===== src/rtl/core/ptp_pkg.sv =====
`timescale 1ns / 1ps
`default_nettype none
// ----------------------------------------------------------------------------
// Perceptron core package
// Shared types, register indexes and saturation helpers of the perceptron core.
// ----------------------------------------------------------------------------
package ptp_pkg;

    localparam logic REG_FEATURES_IN_USE = 1'b0;
    localparam logic REG_LEARN_RATE      = 1'b1;

    localparam logic [6:0]  FEATURES_IN_USE_RESET = 7'd64;
    localparam logic [15:0] LEARN_RATE_RESET      = 16'd6554;

    typedef struct packed {
        logic       train;
        logic       target;
        logic [7:0] repeats;
        logic       bank;
    } cmd_t;

    typedef struct packed {
        logic init_done;
        logic retire;
    } bk_status_t;

    typedef enum logic [2:0] {
        BK_CLEAR,
        BK_IDLE,
        BK_EVAL,
        BK_UPDATE,
        BK_DONE
    } bk_state_t;

    function automatic logic signed [47:0] sat48(input logic signed [48:0] v);
        logic signed [47:0] r;
        if (v[48] != v[47]) begin
            r = v[48] ? {1'b1, {47{1'b0}}} : {1'b0, {47{1'b1}}};
        end else begin
            r = v[47:0];
        end
        return r;
    endfunction

    function automatic logic signed [31:0] sat32(input logic signed [40:0] v);
        logic signed [31:0] r;
        if (v[40:31] != {10{v[40]}}) begin
            r = v[40] ? {1'b1, {31{1'b0}}} : {1'b0, {31{1'b1}}};
        end else begin
            r = v[31:0];
        end
        return r;
    endfunction

endpackage
`default_nettype wire


===== src/rtl/core/ptp_front.sv =====
`timescale 1ns / 1ps
`default_nettype none
// ----------------------------------------------------------------------------
// Perceptron front end
// Accepts feature elements, writes them into the free feature bank and issues
// a command when an element completes a vector.
// ----------------------------------------------------------------------------
module ptp_front #(
    parameter  int MAX_FEATURES = 64,
    localparam int CW = $clog2(MAX_FEATURES + 1),
    localparam int AW = (MAX_FEATURES > 1) ? $clog2(MAX_FEATURES) : 1
) (
    input  wire logic               aclk,
    input  wire logic               aresetn,
    input  wire logic               s_valid,
    output logic                    s_ready,
    input  wire logic               s_action,
    input  wire logic signed [15:0] s_feature,
    input  wire logic               s_target,
    input  wire logic [7:0]         s_repeats,
    input  wire logic [CW-1:0]      vec_len,
    input  wire ptp_pkg::bk_status_t bk_status,
    output logic                    fwr_en,
    output logic                    fwr_bank,
    output logic [AW-1:0]           fwr_idx,
    output logic signed [15:0]      fwr_data,
    output logic                    push_en,
    output ptp_pkg::cmd_t           push_data
);

    logic [CW-1:0] cnt_reg, cnt_next;
    logic          bank_reg, bank_next;
    logic [1:0]    outst_reg, outst_next;
    logic          take;
    logic [CW-1:0] cnt_inc;
    logic          last;

    assign s_ready = bk_status.init_done && (outst_reg != 2'd2);
    assign take    = s_valid && s_ready;
    assign cnt_inc = cnt_reg + CW'(1);
    assign last    = (cnt_inc >= vec_len);

    assign fwr_en   = take;
    assign fwr_bank = bank_reg;
    assign fwr_idx  = cnt_reg[AW-1:0];
    assign fwr_data = s_feature;

    assign push_en           = take && last;
    assign push_data.train   = s_action;
    assign push_data.target  = s_target;
    assign push_data.repeats = s_repeats;
    assign push_data.bank    = bank_reg;

    always_comb begin
        cnt_next   = cnt_reg;
        bank_next  = bank_reg;
        if (take) begin
            cnt_next = last ? '0 : cnt_inc;
        end
        if (push_en) begin
            bank_next = ~bank_reg;
        end
        outst_next = outst_reg + {1'b0, push_en} - {1'b0, bk_status.retire};
    end

    always_ff @(posedge aclk) begin
        if (!aresetn) begin
            cnt_reg   <= '0;
            bank_reg  <= 1'b0;
            outst_reg <= 2'd0;
        end else begin
            cnt_reg   <= cnt_next;
            bank_reg  <= bank_next;
            outst_reg <= outst_next;
        end
    end

endmodule
`default_nettype wire


===== config.mk =====
export PLATFORM = sky130hd
export DESIGN_NAME = ptp_front
export DESIGN_NICKNAME = d
export VERILOG_FILES = /design/src/rtl/core/ptp_pkg.sv /design/src/rtl/core/ptp_front.sv
export SDC_FILE = /design/constraint.sdc
export NUM_CORES = 1
export LEC_CHECK = 0
export BUFFER_PORTS_ARGS = -buffer_cell sky130_fd_sc_hd__buf_2
export CAP_MARGIN = 10
export CORE_MARGIN = 5
export CORE_UTILIZATION = 36
export CTS_BUF_LIST = sky130_fd_sc_hd__clkbuf_4
export DETAILED_ROUTE_END_ITERATION = 6
export PLACE_DENSITY = 0.83
export SLEW_MARGIN = 20
export SYNTH_ARGS = -nofsm -noshare
export SYNTH_HDL_FRONTEND = slang
export SYNTH_SLANG_ARGS = --single-unit

===== constraint.sdc =====
create_clock -name aclk -period 2.9 [get_ports aclk]
set_clock_uncertainty 0.2 [all_clocks]
set_input_delay 0.435 -clock aclk [delete_from_list [all_inputs] [get_ports aclk]]
set_output_delay 0.435 -clock aclk [all_outputs]
set_load 0.05 [all_outputs]

==> impl_metrics.ini <==
[grt]
grt_max_degree = 8
overflow = 0
antenna_found_initial = 0
grt_pass1_vias = 754
grt_pass1_wl_mm = 3.25
track_usage_pct = 12.1

[timing]
rsz0062_at_grt = true
final-setup-viol-count = 2
max-slew-margin-rel_pct = 64.3
final.period_utilization_pct = 102
setup_slack_ns = -0.0625
slew_violations = 0
worstMarginPinSlew_ns = 0.534
fin_crit_ns = 2.96
final.setup.tns_ns = -0.0795
fmax_mhz = 338
hold_viol = 0

[routing]
wl_per_cell_um = 16.2
wl_met3_um = 305
drtAntennaViolNets = 0
drcViolationCount = 0
wl_met2_mm = 1.04
first_iter_violations = 8
highest_layer = met4
via_count = 686
drt-met1-wl_um = 731
wirelength_mm = 2.17
dr.pass1.iters = 4
avgViaCountPerCell = 5.12

[layout]
nets = 154
largest_register_ff_count = 7
syn2layout_area_growth_pct = 13.6
multiInputGateArea_sq_um = 551
antennaDiodeCount = 0
final_common_cell = buf_2
seq_area_sq_um = 209
drive_above_1_share_pct = 53.8
nFillCells = 246
final_cell_mix = 21 x buf_2, 8 x inv_1, 7 x dfxtp_1

[min_path]
hold_start = aresetn
hold_class = in2reg
min_path_cells = 2
min_to = outst_reg[0]

[worst_setup_path]
max_stage_delay_ns = 0.36
reg2reg_depth = 13
r2r_slack_ns = -0.02
worst_setup_path_start_kind = flop
arrival_ns = 2.33
rr_startpoint = cnt_reg[0]
crit_top_cell = ha_4
worstPathMaxFanout = 3
setup.worst_path.end_class = output pin
crit_required_ns = 2.27
path_cells = ha_4 > nor2b_4 > or2_4 > ha_4 > a21o_1 > a31oi_1 > o221a_1 > and2b_4 > buf_8
critPathSlowestCell = dfxtp_4
r2r-end = outst_reg[1]
critical_path_class = reg2out

[clocking]
root_buffer = clkbuf_4
cts_buffers = 3
clk_pin_slew_ns = 0.07
cts_tree = done
cts_hold_buf = 0
htree_num_levels = 1
cts_buffer_depth = 2
clock_latency_ns = 0.27
cts.sinks = 10

[placed_design]
portBuffers = 22
preCtsSetupSlack_ns = -0.0702
dp_hpwl_mm = 1.52
gp_congestion = 0.817

[yosys]
synth_seq_cells = 10
avgSynthCellArea_sq_um = 8.62
netlist_area_sq_um = 913
ys_warn_count = 0
synth_nets = 154
yosysSeqAreaShare_pct = 21.9
syn_inst = 106
ys_types = 26

[pwr]
powerDensity_nw_per_um2 = 317
ir_worst_vdd_v = 0.000126
p_leak_nw = 0.504

[die]
initial_core_util_pct = 37.2
die_y_um = 60.4
core_area_sq_um = 2450
die_area_sq_um = 3640
die_w_um = 60.4
num_rows = 18
ios = 75

[run]
maxCapViolations = 0

[status]
violations = negative setup slack
status = finished, violations left
synth_stat cells:
cell type	n	area, sq um
a21oi_1	2	10.0
ha_1	10	125
a21o_1	1	7.51
a22o_2	5	50.1
dfxtp_1	10	200
xor2_1	1	8.76
xnor2_1	5	43.8
inv_1	8	30.0
clkbuf_2	1	5.00
mux2_2	1	11.3
and2_1	3	18.8
or2_2	1	6.26
o221a_1	1	11.3
nand3_1	3	15.0
a31oi_1	1	6.26
o2111ai_1	1	8.76
nor2_1	1	3.75
and2b_2	1	8.76
mux2i_1	1	10.0
nor2b_1	3	18.8
nand2_1	5	18.8
clkbuf_1	1	3.75
and3_1	3	18.8
buf_4	33	248
nand4_1	1	6.26
nand2b_1	3	18.8
power by group:
group | internal [W] | switching (W)
Combinational | 0.0000368 | 0.0000468
Clock | 0.0000481 | 0.0000503
Sequential | 0.000142 | 0.00000487
Total | 0.000227 | 0.000102
cell families after synthesis:
kind of cell             count (synthesis)  synth area share [%]
AO/OA/AOI/OAI                           11                  10.3
XOR/XNOR                                 6                  5.75
adder cells (fa/ha/maj)                 10                  13.7
buffers and inverters                   43                  31.4
flip-flops                              10                  21.9
multiplexers                             2                  2.33
AND/OR/NAND/NOR                         24                  14.7
critical path: cells and delay by family, from the launching register on:
| kind | cells | cell delay (ns) |
|---|---|---|
| flops | 1 | 0.36 |
| buf+inv | 1 | 0.14 |
| fa+ha+maj | 2 | 0.38 |
| compound gates | 3 | 0.57 |
| simple gates | 3 | 0.60 |
layout make-up:
class | instances | area share, %
sequential | 10 | 20.1
tap | 30 | 3.62
timing repair buffer | 30 | 18.1
inverter | 8 | 2.90
multi-input combinational | 53 | 53.1
clock buffer | 3 | 2.17
worst max path at each step:
stage / end / start / slack, ns / cells after the start
2_1_floorplan: outst_reg[1] / cnt_reg[0] / 0.005 / 12
3_3_place_gp: outst_reg[1] / cnt_reg[0] / 0.08 / 12
3_5_place_dp: outst_reg[1] / cnt_reg[0] / -0.07 / 12
4_1_cts: push_en / cnt_reg[0] / -0.01 / 9
5_1_grt: push_en / cnt_reg[1] / -0.12 / 9
6_report: push_en / cnt_reg[0] / -0.06 / 9
metal layers:
metal  GRT usage, %  vias up
met5              0        -
met4           7.91        0
met3           6.38       20
met2           21.3       44
met1           10.6      305
li1               -      317
repair_timing:
action                     in CTS  in global routing
setup endpoints to repair       2                  3
buffers inserted                4                  1
pin swaps                       7                  9
gates resized for setup        16                 13
gates cloned                    0                  0
stage by stage:
stage	cells	util [%]	total power [W]	cell area, sq um	hold slack, ns
floorplan	106	-	0.000297	915	0.276
global placement	126	33.7	0.000216	828	0.271
detailed placement	126	33.7	0.000220	828	0.314
CTS	133	38.8	0.000325	953	0.247
global route	134	42.3	0.000346	1040	0.258
finish	134	42.3	0.000329	1040	0.249
(Power assumes the default switching activity.)
