File: config.mk
export PLATFORM = sky130hd
export DESIGN_NAME = ptp_cmd_queue
export DESIGN_NICKNAME = d
export VERILOG_FILES = /design/src/rtl/core/ptp_pkg.sv /design/src/rtl/core/ptp_cmd_queue.sv
export SDC_FILE = /design/constraint.sdc
export NUM_CORES = 1
export LEC_CHECK = 0
export BUFFER_PORTS_ARGS = -buffer_cell sky130_fd_sc_hd__buf_2
export CORE_UTILIZATION = 53
export DETAILED_ROUTE_END_ITERATION = 7
export GPL_TIMING_DRIVEN = 0
export PLACE_DENSITY_LB_ADDON = 0.3
export SLEW_MARGIN = 15
export SYNTH_ARGS = -nofsm -noshare
export SYNTH_HDL_FRONTEND = slang
export SYNTH_SLANG_ARGS = --single-unit
File: constraint.sdc
create_clock -name aclk -period 2.3 [get_ports aclk]
set_input_delay 0.115 -clock aclk [delete_from_list [all_inputs] [get_ports aclk]]
set_output_delay 0.115 -clock aclk [all_outputs]
set_load 0.01 [all_outputs]
File: src/rtl/core/ptp_pkg.sv
`timescale 1ns / 1ps
`default_nettype none
// ----------------------------------------------------------------------------
// Perceptron core package
// Shared types, register indexes and saturation helpers of the perceptron core.
// ----------------------------------------------------------------------------
package ptp_pkg;

    localparam logic REG_FEATURES_IN_USE = 1'b0;
    localparam logic REG_LEARN_RATE      = 1'b1;

    localparam logic [6:0]  FEATURES_IN_USE_RESET = 7'd64;
    localparam logic [15:0] LEARN_RATE_RESET      = 16'd6554;

    typedef struct packed {
        logic       train;
        logic       target;
        logic [7:0] repeats;
        logic       bank;
    } cmd_t;

    typedef struct packed {
        logic init_done;
        logic retire;
    } bk_status_t;

    typedef enum logic [2:0] {
        BK_CLEAR,
        BK_IDLE,
        BK_EVAL,
        BK_UPDATE,
        BK_DONE
    } bk_state_t;

    function automatic logic signed [47:0] sat48(input logic signed [48:0] v);
        logic signed [47:0] r;
        if (v[48] != v[47]) begin
            r = v[48] ? {1'b1, {47{1'b0}}} : {1'b0, {47{1'b1}}};
        end else begin
            r = v[47:0];
        end
        return r;
    endfunction

    function automatic logic signed [31:0] sat32(input logic signed [40:0] v);
        logic signed [31:0] r;
        if (v[40:31] != {10{v[40]}}) begin
            r = v[40] ? {1'b1, {31{1'b0}}} : {1'b0, {31{1'b1}}};
        end else begin
            r = v[31:0];
        end
        return r;
    endfunction

endpackage
`default_nettype wire

File: src/rtl/core/ptp_cmd_queue.sv
`timescale 1ns / 1ps
`default_nettype none
// ----------------------------------------------------------------------------
// Perceptron command queue
// Two-entry queue of completed-vector commands between front and back ends.
// ----------------------------------------------------------------------------
module ptp_cmd_queue (
    input  wire logic          aclk,
    input  wire logic          aresetn,
    input  wire logic          push_en,
    input  wire ptp_pkg::cmd_t push_data,
    input  wire logic          pop_en,
    output logic               pop_valid,
    output ptp_pkg::cmd_t      pop_data
);

    ptp_pkg::cmd_t entry_reg [2];
    logic          wr_ptr_reg, wr_ptr_next;
    logic          rd_ptr_reg, rd_ptr_next;
    logic [1:0]    count_reg, count_next;

    assign pop_valid = (count_reg != 2'd0);
    assign pop_data  = entry_reg[rd_ptr_reg];

    always_comb begin
        wr_ptr_next = push_en ? ~wr_ptr_reg : wr_ptr_reg;
        rd_ptr_next = pop_en ? ~rd_ptr_reg : rd_ptr_reg;
        count_next  = count_reg + {1'b0, push_en} - {1'b0, pop_en};
    end

    always_ff @(posedge aclk) begin
        if (!aresetn) begin
            wr_ptr_reg <= 1'b0;
            rd_ptr_reg <= 1'b0;
            count_reg  <= 2'd0;
        end else begin
            wr_ptr_reg <= wr_ptr_next;
            rd_ptr_reg <= rd_ptr_next;
            count_reg  <= count_next;
        end
    end

    always_ff @(posedge aclk) begin
        if (push_en) begin
            entry_reg[wr_ptr_reg] <= push_data;
        end
    end

endmodule
`default_nettype wire

==> impl_metrics.tcl, run 1 <==
set metrics [dict create \
    grt_pass1_vias 593 \
    synth-seq-cells 27 \
    clockPowerShare_pct 20.8 \
    cts_buffers 3 \
    num_rows 15 \
    synth_seq_area_share_pct 74.6 \
    p_switching_uw 203 \
    rsz0062_at_grt "no" \
    cpMaxStageDelayCell "nor2b_1" \
    p_int_uw 722 \
    slew_viol_final 0 \
    setup-violations-final 0 \
    cp-start-kind "flip-flop" \
    clk_pin_slew_ns 0.13 \
    yosys.area.top_type "edfxtp_1" \
    start_util_pct 57.8 \
    cap_violations 0 \
    dp_hpwl_um 1100 \
    use_met2_pct 33.0 \
    drive_gt1_share_pct 45.3 \
    finClkSkew_ns 0.00126 \
    crit_family "simple AND/OR/NAND/NOR gates" \
    leakagePower_nw 0.525 \
    layout_commonest_cell "buf_2" \
    largest_register_ffs 22 \
    hold_path_end "count_reg[0]" \
    ff2ff_setup_slack_ns 0.75 \
    holdPathStages 2 \
    r2r-end "entry_reg[0][2]" \
    path_class "flip-flop to flip-flop" \
    clkSinkCount 27 \
    dieArea_um2 2100 \
    area_growth_pct 29.2 \
    ys_top_cells_by_area "edfxtp_1, mux2_2, dfxtp_1" \
    grtUsageTotal_pct 17.4 \
    synth_nets 71 \
    yosysWarningCount 0 \
    postCtsSetupBuffers 0 \
    drcViolationCount 0 \
    p_comb_share_pct 17.0 \
    fin_nets 113 \
    postCtsHoldBufs 11 \
    syn_area_um2 1020 \
    layout_common_cells "buf_2, edfxtp_1, mux2_2, dlygate4sd3_1, dfxtp_1" \
    yosysUniqueCellTypes 13 \
    switching_share_pct 21.9 \
    num_io_pins 27 \
    status "finished clean" \
    synth_top_area_share_pct 64.8 \
    path_cells "nor2b_1" \
    core-area_um2 1760 \
    reg2reg_from "wr_ptr_reg" \
    die_x_um 45.9 \
    gp_congestion 0.613 \
    finalSetupTns_ns 0 \
    routed_wl_um 1590 \
    grt_max_degree 15 \
    post-route-util_pct 74.7 \
    met1_usage_pct 19.1 \
    met3_usage_pct 2.38 \
    period_minus_slack_ns 1.55 \
    syn_avg_cell_area_um2 18.9 \
    cts_resized 0 \
    synthCells 54 \
    wl_per_cell_um 13.3 \
    relSlewSlack_pct 27.1 \
    slowest_delay_ns 0.84 \
    hold_viol 0 \
    clock.fmax_mhz 647 \
    grt_antenna_before_repair 0 \
    die_h_um 45.9 \
    reg2reg_depth 1 \
    end_kind "flip-flop" \
    num_antenna_cells 0 \
    grt_overflow 0 \
    ant_nets 0 \
    cts_tree "yes" \
    port_buffers 26 \
    fillers 126 \
    arrival_ns 1.49 \
    clock_latency_ns 0.30 \
    htreeDepth 1 \
    cts-root-buf "clkbuf_4" \
    clk_path_buf_depth 2 \
    hold_path.class "primary input to flip-flop" \
    power.density_nw_per_um2 702 \
    viasPerCell 4.75 \
    fin_crit_sh_pct 67.2 \
    vdd_drop_max_mv 0.490 \
    vias 570 \
    cp.required_ns 2.24 \
    busiest_layer "met2" \
    crit_fanout 12 \
    first_pass_iters 4 \
    pwr-share-seq_pct 62.3 \
    min_from "aresetn" \
    drt_iter0_drc 2 \
    max_slew.worst_pin.slew_ns 1.09 \
    grt_pass1_wl_um 2420 \
    cp_num_buf_inv 0 \
]
==> power groups by stage <==
stage / clock network [mW] / registers (mW) / logic [mW]
after floorplan: 0 / 0.583 / 0.0946
after global placement: 0 / 0.584 / 0.138
after detailed placement: 0 / 0.587 / 0.145
after CTS: 0.197 / 0.576 / 0.160
after global routing: 0.213 / 0.580 / 0.173
final: 0.192 / 0.576 / 0.157
==> through the flow <==
step	total power [mW]	instances	cell area [um2]	worst slack (ns)	hold slack (ns)
after floorplan	0.677	54	1020	1.06	0.214
after global placement	0.721	105	1180	0.820	0.302
after detailed placement	0.732	105	1180	0.775	0.307
after CTS	0.932	120	1320	0.758	0.0497
after global routing	0.966	120	1320	0.674	0.0402
final	0.924	120	1320	0.754	0.0560
==> kinds of logic (layout without fill, tap and decap cells) <==
group,Yosys count,in the layout,share of synthesized area (%)
XOR/XNOR,2,2,3.07
AND/OR/NAND/NOR,8,8,5.15
multiplexers,11,11,12.1
flip-flops,27,27,74.6
adder cells (fa/ha/maj),2,2,2.45
buffers and inverters,3,44,1.84
AO/OA/AOI/OAI,1,1,0.736
==> cells in the mapped netlist (all sizes together) <==
library cell and n:
o21a 1, nor2b 3, xnor3 1, mux2 11, or2 1, dfxtp 5
inv 2, xor2 1, buf 1, edfxtp 22, and2 4, ha 2
==> how the worst max path moves through the flow <==
stage	from	endpoint	depth (start not counted)
after floorplan	wr_ptr_reg	entry_reg[0][0]	1
after global placement	wr_ptr_reg	entry_reg[0][5]	1
after detailed placement	wr_ptr_reg	entry_reg[0][5]	1
after CTS	wr_ptr_reg	entry_reg[0][2]	1
after global routing	wr_ptr_reg	entry_reg[0][2]	1
final	wr_ptr_reg	entry_reg[0][2]	1
==> per-layer routing <==
metal  vias up  routed length (um)
met5         -                   0
met4         0                   0
met3         0                  34
met2        15                 916
met1       272                 643
li1        283                   -
==> final cells by class <==
cell class	instances	area, um2	area share, %
tap	25	31.3	2.37
inverter	2	7.51	0.570
clock buffer	4	26.3	1.99
sequential	27	761	57.7
buffer	1	11.3	0.855
multi-input combinational	24	240	18.2
timing repair buffer	37	240	18.2
(Power assumes the default switching activity.)
==> run 2, diff against run 1 <==
--- a/config.mk
+++ b/config.mk
@@ -6,7 +6,7 @@
 export NUM_CORES = 1
 export LEC_CHECK = 0
 export BUFFER_PORTS_ARGS = -buffer_cell sky130_fd_sc_hd__buf_2
-export CORE_UTILIZATION = 53
+export CORE_UTILIZATION = 50
 export DETAILED_ROUTE_END_ITERATION = 7
 export GPL_TIMING_DRIVEN = 0
 export PLACE_DENSITY_LB_ADDON = 0.3
==> constraint.sdc (replaced) <==
create_clock -name aclk -period 1.6 [get_ports aclk]
set_input_delay 0.08 -clock aclk [delete_from_list [all_inputs] [get_ports aclk]]
set_output_delay 0.08 -clock aclk [all_outputs]
set_load 0.01 [all_outputs]
==> run 2 against run 1 <==
- worst hold slack got worse by 0.032 ns
- critical path depth is the same
- flip-flop and latch count unchanged
- largest cell class unchanged
- via count shrank 0.35%
- non-clock buffer count is the same
- critical path type unchanged
- sequential power rose by 44%
- first-iteration DRC count rose to 4.5 times the previous value
- highest routed layer is now met4
- clock-buffer cell count decreased by 1
==> impl_metrics.tcl, run 2 (synthesized netlist as in run 1, its figures left out) <==
set metrics [dict create \
    grt_max_degree 17 \
    drcViolationCount 0 \
    leakagePower_nw 0.524 \
    cts-root-buf "clkbuf_4" \
    htreeDepth 1 \
    hold_viol 0 \
    pre_cts_ws_ns 0.0983 \
    crit_family "simple AND/OR/NAND/NOR gates" \
    status "finished clean" \
    fin_ws_ns 0.104 \
    cpMaxStageDelayCell "nor2b_1" \
    period_minus_slack_ns 1.50 \
    setup-violations-final 0 \
    ff2ff_setup_slack_ns 0.10 \
    num_rows 15 \
    min_from "aresetn" \
    clk_path_buf_depth 2 \
    path_class "flip-flop to flip-flop" \
    r2r-end "entry_reg[0][3]" \
    grtUsageTotal_pct 17.3 \
    slowest_delay_ns 0.78 \
    arrival_ns 1.44 \
    cts_resized 0 \
    hold_path.class "primary input to flip-flop" \
    cts_buffers 3 \
    port_buffers 26 \
    fin_area_um2 1320 \
    wl_per_cell_um 13.6 \
    cap_violations 0 \
    finClkSkew_ns 0.00616 \
    reg2reg_depth 1 \
    layout_commonest_cell "buf_2" \
    cp_num_buf_inv 0 \
    num_antenna_cells 0 \
    dp_hpwl_um 931 \
    post-route-util_pct 72.6 \
    grt_pass1_vias 599 \
    grt_antenna_before_repair 0 \
    clkSinkCount 27 \
    path_cells "nor2b_1" \
    finalSetupTns_ns 0 \
    area_growth_pct 29.6 \
    largest_register_ffs 22 \
    fin_nets 113 \
    ant_nets 0 \
    dieArea_um2 2220 \
    crit_fanout 12 \
    clock_latency_ns 0.31 \
    grt_overflow 0 \
    cts_tree "yes" \
    postCtsSetupBuffers 0 \
    gp_congestion 0.608 \
    core-area_um2 1820 \
    rsz0062_at_grt "no" \
    fillers 123 \
    viasPerCell 4.73 \
    clock.fmax_mhz 668 \
    cp-start-kind "flip-flop" \
    cp.required_ns 1.55 \
    die_h_um 47.2 \
    vias 568 \
    dpl-instance-area_um2 1180 \
    slew_viol_final 0 \
    num_io_pins 27 \
    holdPathStages 2 \
    reg2reg_from "wr_ptr_reg" \
    layout.area.seq_um2 761 \
    relSlewSlack_pct 32.3 \
    vdd_drop_max_mv 0.789 \
    layout_common_cells "buf_2, edfxtp_1, mux2_2, dlygate4sd3_1, dfxtp_1" \
    first_pass_iters 4 \
    grt_pass1_wl_um 2500 \
    clk_pin_slew_ns 0.13 \
    power.density_nw_per_um2 1010 \
    drt_iter0_drc 9 \
    start_util_pct 56.0 \
    hold_path_end "wr_ptr_reg" \
    drive_gt1_share_pct 46.3 \
    multi_input_area_um2 240 \
    end_kind "flip-flop" \
    max_slew.worst_pin.slew_ns 1.01 \
    die_x_um 47.2 \
    fin_crit_sh_pct 93.5 \
    routed_wl_um 1630 \
]
==> run 2: cell count changes in the layout (fill, tap and decap cells not counted) <==
cell / change
clkinvlp_4: +1
clkbuf_1: -1
==> run 2: power by group <==
group	switching (mW)	internal (mW)	leakage, nW	total (mW)
clock network	0.182	0.0953	0.0139	0.277
registers	0.0179	0.810	0.248	0.828
logic	0.0966	0.132	0.262	0.228
total	0.296	1.04	0.524	1.33
==> run 2: final cells by class <==
| cell class | count | share of cell area (%) |
|---|---|---|
| repair buffers | 37 | 18.2 |
| flip-flops and latches | 27 | 57.6 |
| clock buffers | 3 | 1.70 |
| clock inverters | 1 | 0.568 |
| inverters | 2 | 0.568 |
| multi-input cells | 24 | 18.2 |
| plain buffers | 1 | 0.852 |
| well taps | 25 | 2.37 |
==> run 2: per-stage QoR <==
step                power, mW  hold WS, ns  std cells
floorplan               0.974        0.179         54
global placement         1.04        0.267        105
detailed placement       1.05        0.271        105
CTS                      1.34      0.00944        120
global route             1.39       0.0211        120
finish                   1.33       0.0243        120
==> run 2: worst max path at each step <==
stage / startpoint / cells after the start / end
after CTS: wr_ptr_reg / 1 / entry_reg[0][2]
after global routing: wr_ptr_reg / 1 / entry_reg[0][3]
after floorplan: wr_ptr_reg / 1 / entry_reg[0][0]
final: wr_ptr_reg / 1 / entry_reg[0][3]
after detailed placement: wr_ptr_reg / 1 / entry_reg[0][2]
after global placement: wr_ptr_reg / 1 / entry_reg[0][5]
==> run 2: layer usage <==
metal | vias up | track usage, % | share of wire [%]
met4 | 0 | 9.71 | 0.61
met1 | 267 | 16.8 | 40
met3 | 2 | 3.85 | 4.8
met2 | 22 | 33.1 | 55
met5 | - | 0 | 0
li1 | 277 | - | -
==> run 2: timing repair <==
| action | CTS | global route |
|---|---|---|
| hold buffers | 11 | 0 |
| setup endpoints to repair | 0 | 0 |
| endpoints found under the hold margin | 22 | 0 |
==> run 3, diff against run 2 <==
--- a/config.mk
+++ b/config.mk
@@ -9,7 +9,7 @@
 export CORE_UTILIZATION = 50
 export DETAILED_ROUTE_END_ITERATION = 7
 export GPL_TIMING_DRIVEN = 0
-export PLACE_DENSITY_LB_ADDON = 0.3
+export PLACE_DENSITY = 0.86
 export SLEW_MARGIN = 15
 export SYNTH_ARGS = -nofsm -noshare
 export SYNTH_HDL_FRONTEND = slang
==> run 3 against run 2 <==
- clock skew fell by 0.0047 ns
- cell area did not move
- final cell count did not move
- setup slack improved by 0.089 ns
- power fell by 0.66%
- critical path type is now flip-flop to primary output
==> impl_metrics.tcl, run 3 (synthesized netlist as in run 1, its figures left out) <==
set metrics [dict create \
    clk_path_buf_depth 2 \
    end_kind "primary output" \
    fin_nets 113 \
    grt_overflow 0 \
    status "finished clean" \
    cap_violations 0 \
    htreeDepth 1 \
    hold_path.class "primary input to flip-flop" \
    path_class "flip-flop to primary output" \
    layout_common_cells "buf_2, edfxtp_1, mux2_2, dlygate4sd3_1, dfxtp_1" \
    clk_pin_slew_ns 0.13 \
    cts-root-buf "clkbuf_4" \
    placedCellCount 105 \
    arrival_ns 1.33 \
    num_io_pins 27 \
    grtUsageTotal_pct 16.3 \
    vdd_drop_max_mv 0.641 \
    grt_pass1_wl_um 2390 \
    viasPerCell 4.86 \
    relSlewSlack_pct 59.4 \
    finalPower_mw 1.32 \
    leakagePower_nw 0.529 \
    pre_cts_ws_ns 0.0993 \
    dieArea_um2 2220 \
    period_minus_slack_ns 1.41 \
    num_antenna_cells 0 \
    clock_latency_ns 0.31 \
    cts_tree "yes" \
    first_pass_iters 4 \
    drt_iter0_drc 5 \
    fin_ws_ns 0.192 \
    cp.required_ns 1.52 \
    power.density_nw_per_um2 1000 \
    start_util_pct 56.0 \
    vias 583 \
    finClkSkew_ns 0.00142 \
    layout_commonest_cell "buf_2" \
    cts_buffers 3 \
    stdcell_count 120 \
    drcViolationCount 0 \
    max_slew.worst_pin.slew_ns 0.606 \
    wl_per_cell_um 13.0 \
    dp_hpwl_um 1040 \
    area_growth_pct 29.6 \
    crit_fanout 10 \
    core-area_um2 1820 \
    largest_register_ffs 22 \
    rsz0062_at_grt "no" \
    gp_congestion 0.607 \
    routed_wl_um 1570 \
    cp-start-kind "flip-flop" \
    hold_viol 0 \
    fin_crit_sh_pct 88.0 \
    ant_nets 0 \
    drive_gt1_share_pct 47.4 \
    slew_viol_final 0 \
    clock.fmax_mhz 710 \
    setup-violations-final 0 \
    grt_antenna_before_repair 0 \
    hold_slack_ns 0.0241 \
    die_h_um 47.2 \
    grt_pass1_vias 592 \
    num_rows 15 \
    die_x_um 47.2 \
    postCtsSetupBuffers 0 \
    clkSinkCount 27 \
    port_buffers 26 \
    finalSetupTns_ns 0 \
    grt_max_degree 16 \
]
==> run 3: where the power goes <==
part	switching (mW)	internal [mW]
clock network	0.176	0.0933
registers	0.0175	0.809
logic	0.0965	0.132
total	0.290	1.03
==> run 3: final cells by class <==
cell class | count | area (um2)
multi-input cells | 24 | 243
flip-flops and latches | 27 | 761
well taps | 25 | 31.3
clock inverters | 1 | 5.00
fillers | 137 | 499
plain buffers | 1 | 11.3
inverters | 2 | 7.51
repair buffers | 37 | 240
clock buffers | 3 | 22.5
==> run 3: metrics by stage <==
stage          util (%)  instance area (um2)
6_report           72.6                 1320
5_1_grt            72.6                 1320
4_1_cts            72.4                 1320
3_5_place_dp       64.9                 1180
3_3_place_gp       64.9                 1180
2_1_floorplan         -                 1020
==> run 3: final timing paths <==
path,startpoint,endpoint,slack [ns],cells past startpoint
worst min register to register,rd_ptr_reg,flip-flop,0.60,2
worst min-delay path,aresetn,count_reg[0],0.02,2
worst max register to register,count_reg[0],count_reg[1],0.34,6
worst max-delay path,flip-flop,pop_data[5],0.19,3
==> run 3: layer usage <==
layer,vias to the layer above,track usage (%),part of all wire [%]
li1,280,-,-
met1,281,16.8,39
met2,22,32.2,58
met3,0,2.31,3.8
met4,0,6.86,0
met5,-,0,0
==> run 3: worst max-delay path, stage by stage, from the launching register on <==
cell	delay, ns
dfxtp_1	0.38
buf_6	0.16
mux2_2	0.34
buf_2	0.14
==> run 3: timing repair <==
item,CTS,global route
endpoints found under the hold margin,22,0
resized for setup,0,1
endpoints found under the setup margin,0,11
hold buffers,11,0
